<file path="src/hiad_pkg.sv">
package hiad_pkg;

    // Sizes of the sample store and the packet offset counter.
    localparam int SAMPLE_DEPTH     = 1024;
    localparam int MAX_PACKET_BYTES = 2048;

    localparam int IDX_W = $clog2(SAMPLE_DEPTH);
    localparam int CNT_W = IDX_W + 1;
    localparam int POS_W = $clog2(MAX_PACKET_BYTES);

    // Field widths of the channels.
    localparam int BYTE_W         = 8;
    localparam int SAMPLE_W       = 16;
    localparam int WORD_W         = 2 * SAMPLE_W;
    localparam int SAMPLE_INDEX_W = 10;
    localparam int HDR_W          = 6;
    localparam int PKT_W          = 4;
    localparam int ACC_W          = 12;
    localparam int DIGIT_CNT_W    = 2;

    // Configuration port.
    localparam int CFG_INDEX_W = 2;
    localparam int CFG_DATA_W  = 6;

    localparam logic [CFG_INDEX_W-1:0] CFG_HEADER_BYTES  = 2'd0;
    localparam logic [CFG_INDEX_W-1:0] CFG_REAL_PACKETS  = 2'd1;
    localparam logic [CFG_INDEX_W-1:0] CFG_TOTAL_PACKETS = 2'd2;

    localparam logic [HDR_W-1:0] HEADER_BYTES_RESET  = 6'd14;
    localparam logic [PKT_W-1:0] REAL_PACKETS_RESET  = 4'd4;
    localparam logic [PKT_W-1:0] TOTAL_PACKETS_RESET = 4'd8;

    localparam logic [BYTE_W-1:0] ASCII_ZERO    = 8'h30;
    localparam logic [BYTE_W-1:0] ASCII_NINE    = 8'h39;
    localparam logic [BYTE_W-1:0] ASCII_UPPER_A = 8'h41;
    localparam logic [BYTE_W-1:0] LETTER_BASE   = 8'd10;

    localparam logic [DIGIT_CNT_W-1:0] LAST_DIGIT = 2'd3;

    typedef struct packed {
        logic [HDR_W-1:0] header_bytes;
        logic [PKT_W-1:0] real_packets;
        logic [PKT_W-1:0] total_packets;
    } hiad_cfg_t;

    // One decoded sample and what the store has to do with it.
    typedef struct packed {
        logic                      real_wr;
        logic                      imag_rd;
        logic                      imag_has_real;
        logic [SAMPLE_W-1:0]       sample;
        logic [IDX_W-1:0]          real_addr;
        logic [IDX_W-1:0]          imag_addr;
        logic [SAMPLE_INDEX_W-1:0] imag_index;
    } hiad_evt_t;

    // Decimal digits map directly; any other byte is taken as a letter, modulo 16.
    function automatic logic [3:0] nibble_of(input logic [BYTE_W-1:0] c);
        logic [BYTE_W-1:0] v;
        begin
            if (c >= ASCII_ZERO && c <= ASCII_NINE) begin
                v = c - ASCII_ZERO;
            end else begin
                v = c - ASCII_UPPER_A + LETTER_BASE;
            end
            return v[3:0];
        end
    endfunction

endpackage

</file>
<file path="src/hiad_parse.sv">
module hiad_parse
    import hiad_pkg::*;
(
    input  logic              aclk,
    input  logic              aresetn,
    input  logic              byte_accept,
    input  logic [BYTE_W-1:0] data_byte,
    input  logic              last_byte,
    input  hiad_cfg_t         cfg,
    output hiad_evt_t         evt
);

    logic [POS_W-1:0]       byte_pos_reg,     byte_pos_next;
    logic [PKT_W-1:0]       packet_count_reg, packet_count_next;
    logic [ACC_W-1:0]       digit_acc_reg,    digit_acc_next;
    logic [DIGIT_CNT_W-1:0] digit_cnt_reg,    digit_cnt_next;
    logic [CNT_W-1:0]       real_idx_reg,     real_idx_next;
    logic [CNT_W-1:0]       imag_idx_reg,     imag_idx_next;

    logic       in_payload;
    logic       complete;
    logic       pkt_real;
    logic       pkt_imag;
    logic       real_room;
    logic       imag_room;
    logic [3:0] digit;

    always_comb begin
        in_payload = byte_pos_reg >= POS_W'(cfg.header_bytes);
        digit      = nibble_of(data_byte);
        complete   = in_payload && (digit_cnt_reg == LAST_DIGIT);
        pkt_real   = packet_count_reg < cfg.real_packets;
        pkt_imag   = !pkt_real && (packet_count_reg < cfg.total_packets);
        real_room  = real_idx_reg < CNT_W'(SAMPLE_DEPTH);
        imag_room  = imag_idx_reg < CNT_W'(SAMPLE_DEPTH);

        evt.real_wr       = byte_accept && complete && pkt_real && real_room;
        evt.imag_rd       = byte_accept && complete && pkt_imag && imag_room;
        evt.sample        = {digit_acc_reg, digit};
        evt.real_addr     = real_idx_reg[IDX_W-1:0];
        evt.imag_addr     = imag_idx_reg[IDX_W-1:0];
        // Entries at or beyond the fill count were never written; the result uses zero for them.
        evt.imag_has_real = imag_idx_reg < real_idx_reg;
        evt.imag_index    = SAMPLE_INDEX_W'(imag_idx_reg);
    end

    always_comb begin
        byte_pos_next     = byte_pos_reg;
        packet_count_next = packet_count_reg;
        digit_acc_next    = digit_acc_reg;
        digit_cnt_next    = digit_cnt_reg;
        real_idx_next     = real_idx_reg;
        imag_idx_next     = imag_idx_reg;

        if (byte_accept) begin
            if (in_payload) begin
                if (complete) begin
                    digit_acc_next = '0;
                    digit_cnt_next = '0;
                end else begin
                    digit_acc_next = {digit_acc_reg[ACC_W-5:0], digit};
                    digit_cnt_next = digit_cnt_reg + 1'b1;
                end
            end
            if (evt.real_wr) begin
                real_idx_next = real_idx_reg + 1'b1;
            end
            if (evt.imag_rd) begin
                imag_idx_next = imag_idx_reg + 1'b1;
            end
            if (byte_pos_reg < POS_W'(MAX_PACKET_BYTES - 1)) begin
                byte_pos_next = byte_pos_reg + 1'b1;
            end
            // End of packet drops any partial group and advances the packet count.
            if (last_byte) begin
                byte_pos_next  = '0;
                digit_acc_next = '0;
                digit_cnt_next = '0;
                if (packet_count_reg != '1) begin
                    packet_count_next = packet_count_reg + 1'b1;
                end
            end
        end
    end

    always_ff @(posedge aclk) begin
        if (!aresetn) begin
            byte_pos_reg     <= '0;
            packet_count_reg <= '0;
            digit_acc_reg    <= '0;
            digit_cnt_reg    <= '0;
            real_idx_reg     <= '0;
            imag_idx_reg     <= '0;
        end else begin
            byte_pos_reg     <= byte_pos_next;
            packet_count_reg <= packet_count_next;
            digit_acc_reg    <= digit_acc_next;
            digit_cnt_reg    <= digit_cnt_next;
            real_idx_reg     <= real_idx_next;
            imag_idx_reg     <= imag_idx_next;
        end
    end

endmodule

</file>
<file path="config.mk">
export PLATFORM = sky130hd
export DESIGN_NAME = hiad_parse
export DESIGN_NICKNAME = d
export VERILOG_FILES = /design/src/hiad_pkg.sv /design/src/hiad_parse.sv
export SDC_FILE = /design/constraint.sdc
export NUM_CORES = 1
export LEC_CHECK = 0
export BUFFER_PORTS_ARGS = -buffer_cell sky130_fd_sc_hd__buf_2
export CAP_MARGIN = 20
export CORE_AREA = 2 2 92 94
export CTS_BUF_LIST = sky130_fd_sc_hd__clkbuf_8
export CTS_CLUSTER_DIAMETER = 200
export DETAILED_ROUTE_END_ITERATION = 16
export DIE_AREA = 0 0 94 96
export PLACE_DENSITY = 0.7
export REMOVE_ABC_BUFFERS = 1
export SLEW_MARGIN = 20
export SYNTH_ARGS = -nofsm -noshare
export SYNTH_HDL_FRONTEND = slang
export SYNTH_SLANG_ARGS = --single-unit
</file>
<file path="constraint.sdc">
create_clock -name aclk -period 2.05 [get_ports aclk]
set_input_delay 0.41 -clock aclk [delete_from_list [all_inputs] [get_ports aclk]]
set_output_delay 0.41 -clock aclk [all_outputs]
set_load 0.05 [all_outputs]
</file>
Word-level counts from Yosys, hierarchy flattened
Index checks and enable logic that the tools add are counted.
{"block": "classes", "n_reduce_logical": 16, "n_div": 0, "muxes": 9, "n_bitwise": 0, "eq_ne": 2, "addsub": 8, "n_shift": 0, "n_lt_le_gt_ge": 9, "n_mul": 0}
{"operator": "two-way mux 12 bit", "n": 3}
{"operator": "adder 11 x 1 -> 11 bit (second input constant)", "n": 3}
{"operator": "less-than comparator 11 bit (second input constant)", "n": 3}
{"operator": "two-way mux 11 bit", "n": 2}
{"operator": "greater-or-equal comparator 11 x 6 -> 1 bit", "n": 1}
{"operator": "less-than comparator 11 bit", "n": 1}
{"operator": "greater-or-equal comparator 8 x 6 -> 1 bit (second input constant)", "n": 1}
{"operator": "less-or-equal comparator 8 x 6 -> 1 bit (second input constant)", "n": 1}
{"operator": "logical AND 1 bit", "n": 8}
{"operator": "less-than comparator 4 bit", "n": 2}
{"operator": "AND reduction 2 bit", "n": 4}
{"operator": "subtractor 4 x 1 -> 4 bit (second input constant)", "n": 2}
{"operator": "two-way mux 2 bit", "n": 3}
{"operator": "adder 4 x 1 -> 4 bit (second input constant)", "n": 1}
{"operator": "adder 4 bit (second input constant)", "n": 1}
{"operator": "two-way mux 4 bit", "n": 1}
{"operator": "inequality test 4 bit (second input constant)", "n": 1}
{"operator": "nonzero test 2 bit", "n": 2}
{"operator": "AND reduction 3 bit", "n": 1}
{"operator": "adder 2 x 1 -> 2 bit (second input constant)", "n": 1}
{"operator": "equality test 2 bit (second input constant)", "n": 1}
{"operator": "logical NOT 1 bit", "n": 1}
{"block": "word_totals", "reg_bits": 51, "latch_bits": 0, "rom_bits": 0, "input_bits": 26, "memories": 0, "mem_bits_rw": 0, "out_inout_bits": 49}

Logic depth before layout (Yosys ltp)
Gate-level depths: netlist of run 1.
{"block": "logic_depth", "ltp_word": 6, "ltp_mapped": 8, "ltp_nobuf": 7}

Worst setup path before layout of run 1
OpenSTA, ideal clock, no wires.
{"block": "synth_path", "path_type": "register -> output", "start": "reg real_idx_reg[5]", "end": "out evt[46] (netlist name)", "setup_slack_ns": -0.975, "t_arrival_ns": 2.615, "path_buffers": 0, "stages_incl_launch_ff": 7, "required_time_ns": 1.640, "path_cell_list": "dfxtp_1 inv_1 ha_1 a21o_1 a2111oi_0 o21ai_0 a221oi_1"}
{"element": "start, declared", "line_no": "hiad_parse.sv:17", "rtl": "logic [CNT_W-1:0] real_idx_reg, real_idx_next;"}
{"element": "start signal, assigned", "line_no": "hiad_parse.sv:99", "rtl": "real_idx_reg <= real_idx_next;"}
{"element": "end, declared", "line_no": "hiad_parse.sv:10", "rtl": "output hiad_evt_t evt"}

==> reports/results.ini, run 1 <==
[global_routing]
grt_overflow=0
grt_max_degree=28
grt_first_pass_wirelength_mm=15.28
grt.total_usage_pct=20.79
first_global_vias=3259
grt_antenna_before_repair=1

[worst_setup_path]
end_kind=primary output
worstRegToRegCells=10
path_cells=inv_2, ha_4, a21o_1, a2111oi_2, o21ai_1, a221oi_2, buf_6
arrival_ps=2000
critPathMaxFanout=2
cp_top_family=compound AO/OA/AOI/OAI gates
crit_path_top_delay_cell=dfxtp_2
critPathBufInv=2
path_depth=7
critPathMaxStageDelay_ps=350
crit_path_start_kind=flip-flop
rrSetupSlack_ps=-150
critPathKind=flip-flop to primary output
required_ps=1640

[power_and_ir_drop]
finalPower_mw=2.088
p_int_mw=1.523
seqPwrFrac_pct=47.8
power.share.switching_pct=27.08
switching_power_mw=0.5654
p_per_area_nw_per_um2=406.4
peakVddDrop_mv=0.3017
p_leak_nw=2.288
power.share.combinational_pct=16.7
p_clk_share_pct=35.5

[routing]
wirelength_mm=9.784
postRouteAntennaNets=0
drc=0
dr_total_vias=3366
drt_iter0_drc=155
via_per_inst=5.309
wire_per_inst_um=15.43
firstDrtPassIters=4

[logic_synthesis]
synth.area.top_cells=dfxtp_1 (29%), ha_1 (11%), buf_4 (6.8%)
yosysMostFrequentCell=dfxtp_1
syn_inst=397
synth_area_um2=3553
synthTopCellsByCount=dfxtp_1 (51), nand2_1 (50), buf_4 (32), inv_1 (32), ha_1 (31)
synth-async-reset-ratio_pct=0
synth_edf_count=0
synth.top_cell.area_share_pct=28.73
synth_flop_cell=dfxtp_1
ys_warn_count=0
synth_cell_type_count=64
yosysTopAreaCell=dfxtp_1
ys_seq_elements=51
ys_seq_area_share_pct=28.73
avgSynthCellArea_um2=8.951

[hold_path]
min-delay-path-class=input pin to flip-flop
hold_depth=3

[clock_network]
cts_buffer_depth=2
cts_root_buffer=clkbuf_8
numCtsBuffers=5
clk_pin_slew_worst_paths_ps=100
clock_sinks=51
cts_tree=done
clk_latency_ps=310
htreeDepth=2
ctsHoldBuffers=0

[timing]
final_hold_viol_count=0
drv_slew=0
rsz0062_at_grt=true
fin_ws_ps=-364.4
period_share_pct=117.8
slew_headroom_pct=62.71
fin_skew_ps=5.073
fmax_mhz=414.2
min_period_ps=2414
worstMarginPinSlew_ps=558.7
setup_viol=24

[final_layout]
layout.nets=584
area_growth_pct=44.58
design_area_um2=5137
drive_above_1_share_pct=47.35
largest_reg_flops=12
finalNonFillerCells=634
utilization_pct=63.81

[die]
core-area_um2=8051
start_util_pct=44.13
die_h_um=96
die_area_um2=9024
die_w_um=94
num_io_pins=75
rows=33

[place]
dp.cells=603
dpl-instance-area_um2=4295
routabilityCongestion=0.8637
place_hpwl_mm=6.315
dp_slack_ps=-425.2
port_buffers=74

[job]
maxCapViolations=0

[run_status]
violations=negative setup slack
status=complete, but fails checks

## layer usage
layer | track usage, % | up-vias | share of wire (%)
li1 | - | 1651 | -
met1 | 28.38 | 1621 | 45
met2 | 34.58 | 81 | 50
met3 | 2.428 | 13 | 4.0
met4 | 6.280 | 0 | 1.5
met5 | 0 | - | 0
## layout make-up
cell class                 instances  area [um^2]
tap                              105        131.4
fill                             631         2914
timing repair buffer             167         1245
multi-input combinational        270         2484
antenna                            1        2.502
sequential                        51         1033
clock inverter                     3        47.55
inverter                          32        125.1
clock buffer                       5        68.82
## tightest hold or removal path, cell delays in order
cell       delay (ps)
buf_2             180
o2111ai_1         120
nand2_1            50
## kinds of logic (layout without fill, tap and decap cells)
group,count (synthesis),after routing,share of synthesized area (%)
buffers and inverters,77,207,12.89
adders and majority gates,31,31,10.92
other,0,1,0
and+or+nand+nor,146,147,23.70
AOI/OAI and AO/OA,64,64,16.23
xor gates and xnor gates,10,10,2.465
DFF,51,51,28.73
muxes,18,18,5.070
## power groups by stage
| stage | sequential [mW] | clock [mW] | combinational [mW] |
|---|---|---|---|
| after floorplan | 1.02 | 0 | 0.128 |
| after global placement | 1.02 | 0 | 0.250 |
| after detailed placement | 1.02 | 0 | 0.258 |
| after CTS | 0.998 | 0.748 | 0.315 |
| after global routing | 0.999 | 0.787 | 0.375 |
| final | 0.998 | 0.742 | 0.348 |
## cells in the final DEF, fill, tap and decap left out, types with 3 or more instances in the layout
cell,n
or4_4,3
a21oi_1,3
clkbuf_8,5
nor2_1,18
buf_4,76
nand3_1,13
nand2_1,50
buf_6,19
dfxtp_2,10
nor3_1,5
ha_4,10
ha_1,21
dfxtp_1,41
and4_1,3
nand2b_4,3
xor2_1,6
a31oi_1,3
inv_1,28
nor4_1,3
o22ai_2,9
nor4_4,9
mux2i_1,18
nand2b_1,14
buf_2,66
buf_12,4
xnor2_1,4
nand4_1,7
o21a_1,6
o32ai_2,5
a21o_1,5
## per-stage QoR
step	hold WS, ps	setup TNS (ps)
final	492.5	-2808
after global routing	499.7	-4523
after CTS	486.5	-2167
after detailed placement	473.0	-8132
after global placement	467.4	-6886
after floorplan	468.1	-5153
## final timing paths
path,from,end
worst min register to register,digit_acc_reg[9],digit_acc_reg[9]
worst min-delay path,aresetn,byte_pos_reg[10]
worst max-delay path,real_idx_reg[5],evt[46]
worst max register to register,byte_pos_reg[0],digit_acc_reg[8]
## timing repair
action                                  in CTS  in global routing
gates resized for setup                     62                 45
setup buffers                               10                 11
endpoints found under the hold margin        0                  0
endpoints found under the setup margin      37                 41
gates cloned                                 2                  1
pin swaps                                   32                 22
(Power assumes the default switching activity.)
==> run 2: changes to the inputs <==
- ABC_AREA: not set -> 1
- CORE_AREA: 2 2 92 94 -> 2 2 91 93
- CTS_CLUSTER_SIZE: not set -> 16
- DIE_AREA: 0 0 94 96 -> 0 0 93 95
- PLACE_DENSITY: 0.7 -> 0.69
==> run 2 against run 1 <==
- the flow still finishes with violations (negative setup slack)
- worst setup slack improved by 260 ps
- cell area is 16% lower
- register-to-register slack gained 330 ps
- critical path depth rose by 4
==> reports/results.ini, run 2 <==
[logic_synthesis]
ys_warn_count=0
synth-async-reset-ratio_pct=0
synth_edf_count=0
yosysMostFrequentCell=nand2_1
synth.area.top_cells=dfxtp_1 (30%), ha_1 (11%), nand2_1 (11%)
synth_cell_type_count=28
synth_flop_cell=dfxtp_1
ys_seq_area_share_pct=29.84
syn_inst=495
yosysTopAreaCell=dfxtp_1
synthTopCellsByCount=nand2_1 (102), inv_1 (58), nor2_1 (55)
synth.top_cell.area_share_pct=29.84
synth_area_um2=3422
ys_seq_elements=51
avgSynthCellArea_um2=6.913

[power_and_ir_drop]
p_clk_share_pct=30.5
seqPwrFrac_pct=53.8
power.share.switching_pct=28.71
p_leak_nw=2.084
finalPower_mw=1.888
peakVddDrop_mv=0.2813
p_per_area_nw_per_um2=436.0
switching_power_mw=0.5423
p_int_mw=1.346
power.share.combinational_pct=15.7

[timing]
drv_slew=0
rsz0062_at_grt=true
fin_skew_ps=12.39
min_period_ps=2155
slew_headroom_pct=66.79
period_share_pct=105.1
fmax_mhz=464.0
setup_viol=3
final_hold_viol_count=0
fin_ws_ps=-105.0
worstMarginPinSlew_ps=496.3

[routing]
drt-met1-wl_mm=3.747
drt_iter0_drc=134
dr_total_vias=3328
wire_per_inst_um=12.02
firstDrtPassIters=4
wl_met2_mm=4.039
met3_length_um=335
drc=0
via_per_inst=4.858
top_layer=met4
postRouteAntennaNets=0
wirelength_mm=8.234

[final_layout]
drive_above_1_share_pct=31.03
layout_commonest_cell=nand2_1
fillers=771
layout.nets=636
largest_reg_flops=12
area_growth_pct=26.58
mostFrequentLayoutCells=nand2_1 (97), buf_2 (67), nor2_1 (53), inv_1 (49), buf_4 (44)
n_antenna_cell=0

[die]
num_io_pins=75
start_util_pct=43.17
core-area_um2=7928
die_h_um=95
die_w_um=93
rows=33
die_area_um2=8835

[run_status]
violations=negative setup slack
status=complete, but fails checks

[global_routing]
grt.total_usage_pct=18.63
grt_antenna_before_repair=0
first_global_vias=3107
grt_overflow=0
grt_max_degree=23
grt_first_pass_wirelength_mm=13.54

[clock_network]
htreeDepth=2
cts_root_buffer=clkbuf_8
cts_tree=done
clk_pin_slew_worst_paths_ps=90
cts_buffer_depth=2
clock_sinks=51
numCtsBuffers=5
clk_latency_ps=310

[worst_setup_path]
arrival_ps=1740
end_kind=primary output
critPathKind=flip-flop to primary output
critPathMaxFanout=4
crit_path_start_kind=flip-flop
path_cells=inv_2, ha_4, inv_2, nand2_2, nand3_2, nand2_1, nand2_1, nand2_2, nand3_4, nor2_4, buf_8
required_ps=1640
critPathMaxStageDelay_ps=350
crit_path_top_delay_cell=dfxtp_2

[place]
port_buffers=74
dp_slack_ps=-78.24
place_hpwl_mm=6.069
routabilityCongestion=0.8159

[job]
maxCapViolations=0

[hold_path]
min-delay-path-class=input pin to flip-flop

-- run 2: worst paths after layout --
path | startpoint | end | slack, ps | cells past startpoint
setup reg to reg | byte_pos_reg[0] | imag_idx_reg[8] | 180 | 14
setup / recovery | byte_pos_reg[0] | evt[48] | -100 | 11
hold / removal | last_byte | byte_pos_reg[0] | 440 | 4
hold reg to reg | digit_cnt_reg[0] | digit_cnt_reg[0] | 470 | 2
-- run 2: critical path: cells and delay by family, from the launching register on --
family	cells	cell delay (ps)
and+or+nand+nor	7	580
DFF	1	350
buffers and inverters	3	250
adders and majority gates	1	250
-- run 2: timing repair --
| item | in CTS | in global routing |
|---|---|---|
| setup buffers | 5 | 4 |
| resized for setup | 32 | 40 |
| hold buffers | 0 | 0 |
| setup endpoints to repair | 7 | 8 |
| pin swaps | 13 | 12 |
-- run 2: layout make-up --
type	instances	area (um^2)	share of cell area [%]
Multi-Input combinational cell	344	2093	48.32
Sequential cell	51	1039	23.97
Timing Repair Buffer	118	757.0	17.48
Inverter	59	226.5	5.228
Tap cell	105	131.4	3.033
Clock buffer	5	68.82	1.589
Clock inverter	3	16.27	0.3755
-- run 2: cells by family (layout without fill, tap and decap cells) --
family	Yosys count	in the layout	synth area share, %
AOI/OAI and AO/OA	83	83	12.65
xor gates and xnor gates	20	20	5.119
adders and majority gates	31	31	11.33
buffers and inverters	100	185	14.92
DFF	51	51	29.84
and+or+nand+nor	210	210	26.14
-- run 2: stage by stage --
stage	std cells	util, %	hold slack (ps)	TNS, ps	cell area, um^2
6_report	685	54.64	439.1	-189.5	4332
5_1_grt	685	54.64	466.4	-479.7	4332
4_1_cts	681	52.51	427.1	-341.9	4163
3_5_place_dp	668	49.32	452.4	-360.6	3910
3_3_place_gp	668	49.32	448.7	-71.98	3910
2_1_floorplan	454	-	438.2	-1717	3133
-- run 2: power by group through the flow --
stage	registers (mW)	logic (mW)	clock network, mW
6_report	1.02	0.296	0.576
5_1_grt	1.02	0.328	0.628
4_1_cts	1.02	0.280	0.592
3_5_place_dp	1.04	0.269	0
3_3_place_gp	1.04	0.262	0
2_1_floorplan	1.07	0.128	0
-- run 2: metal layers --
metal	vias up	GRT usage [%]
met5	-	0
met4	0	4.044
met3	10	3.352
met2	71	33.94
met1	1507	22.95
li1	1740	-
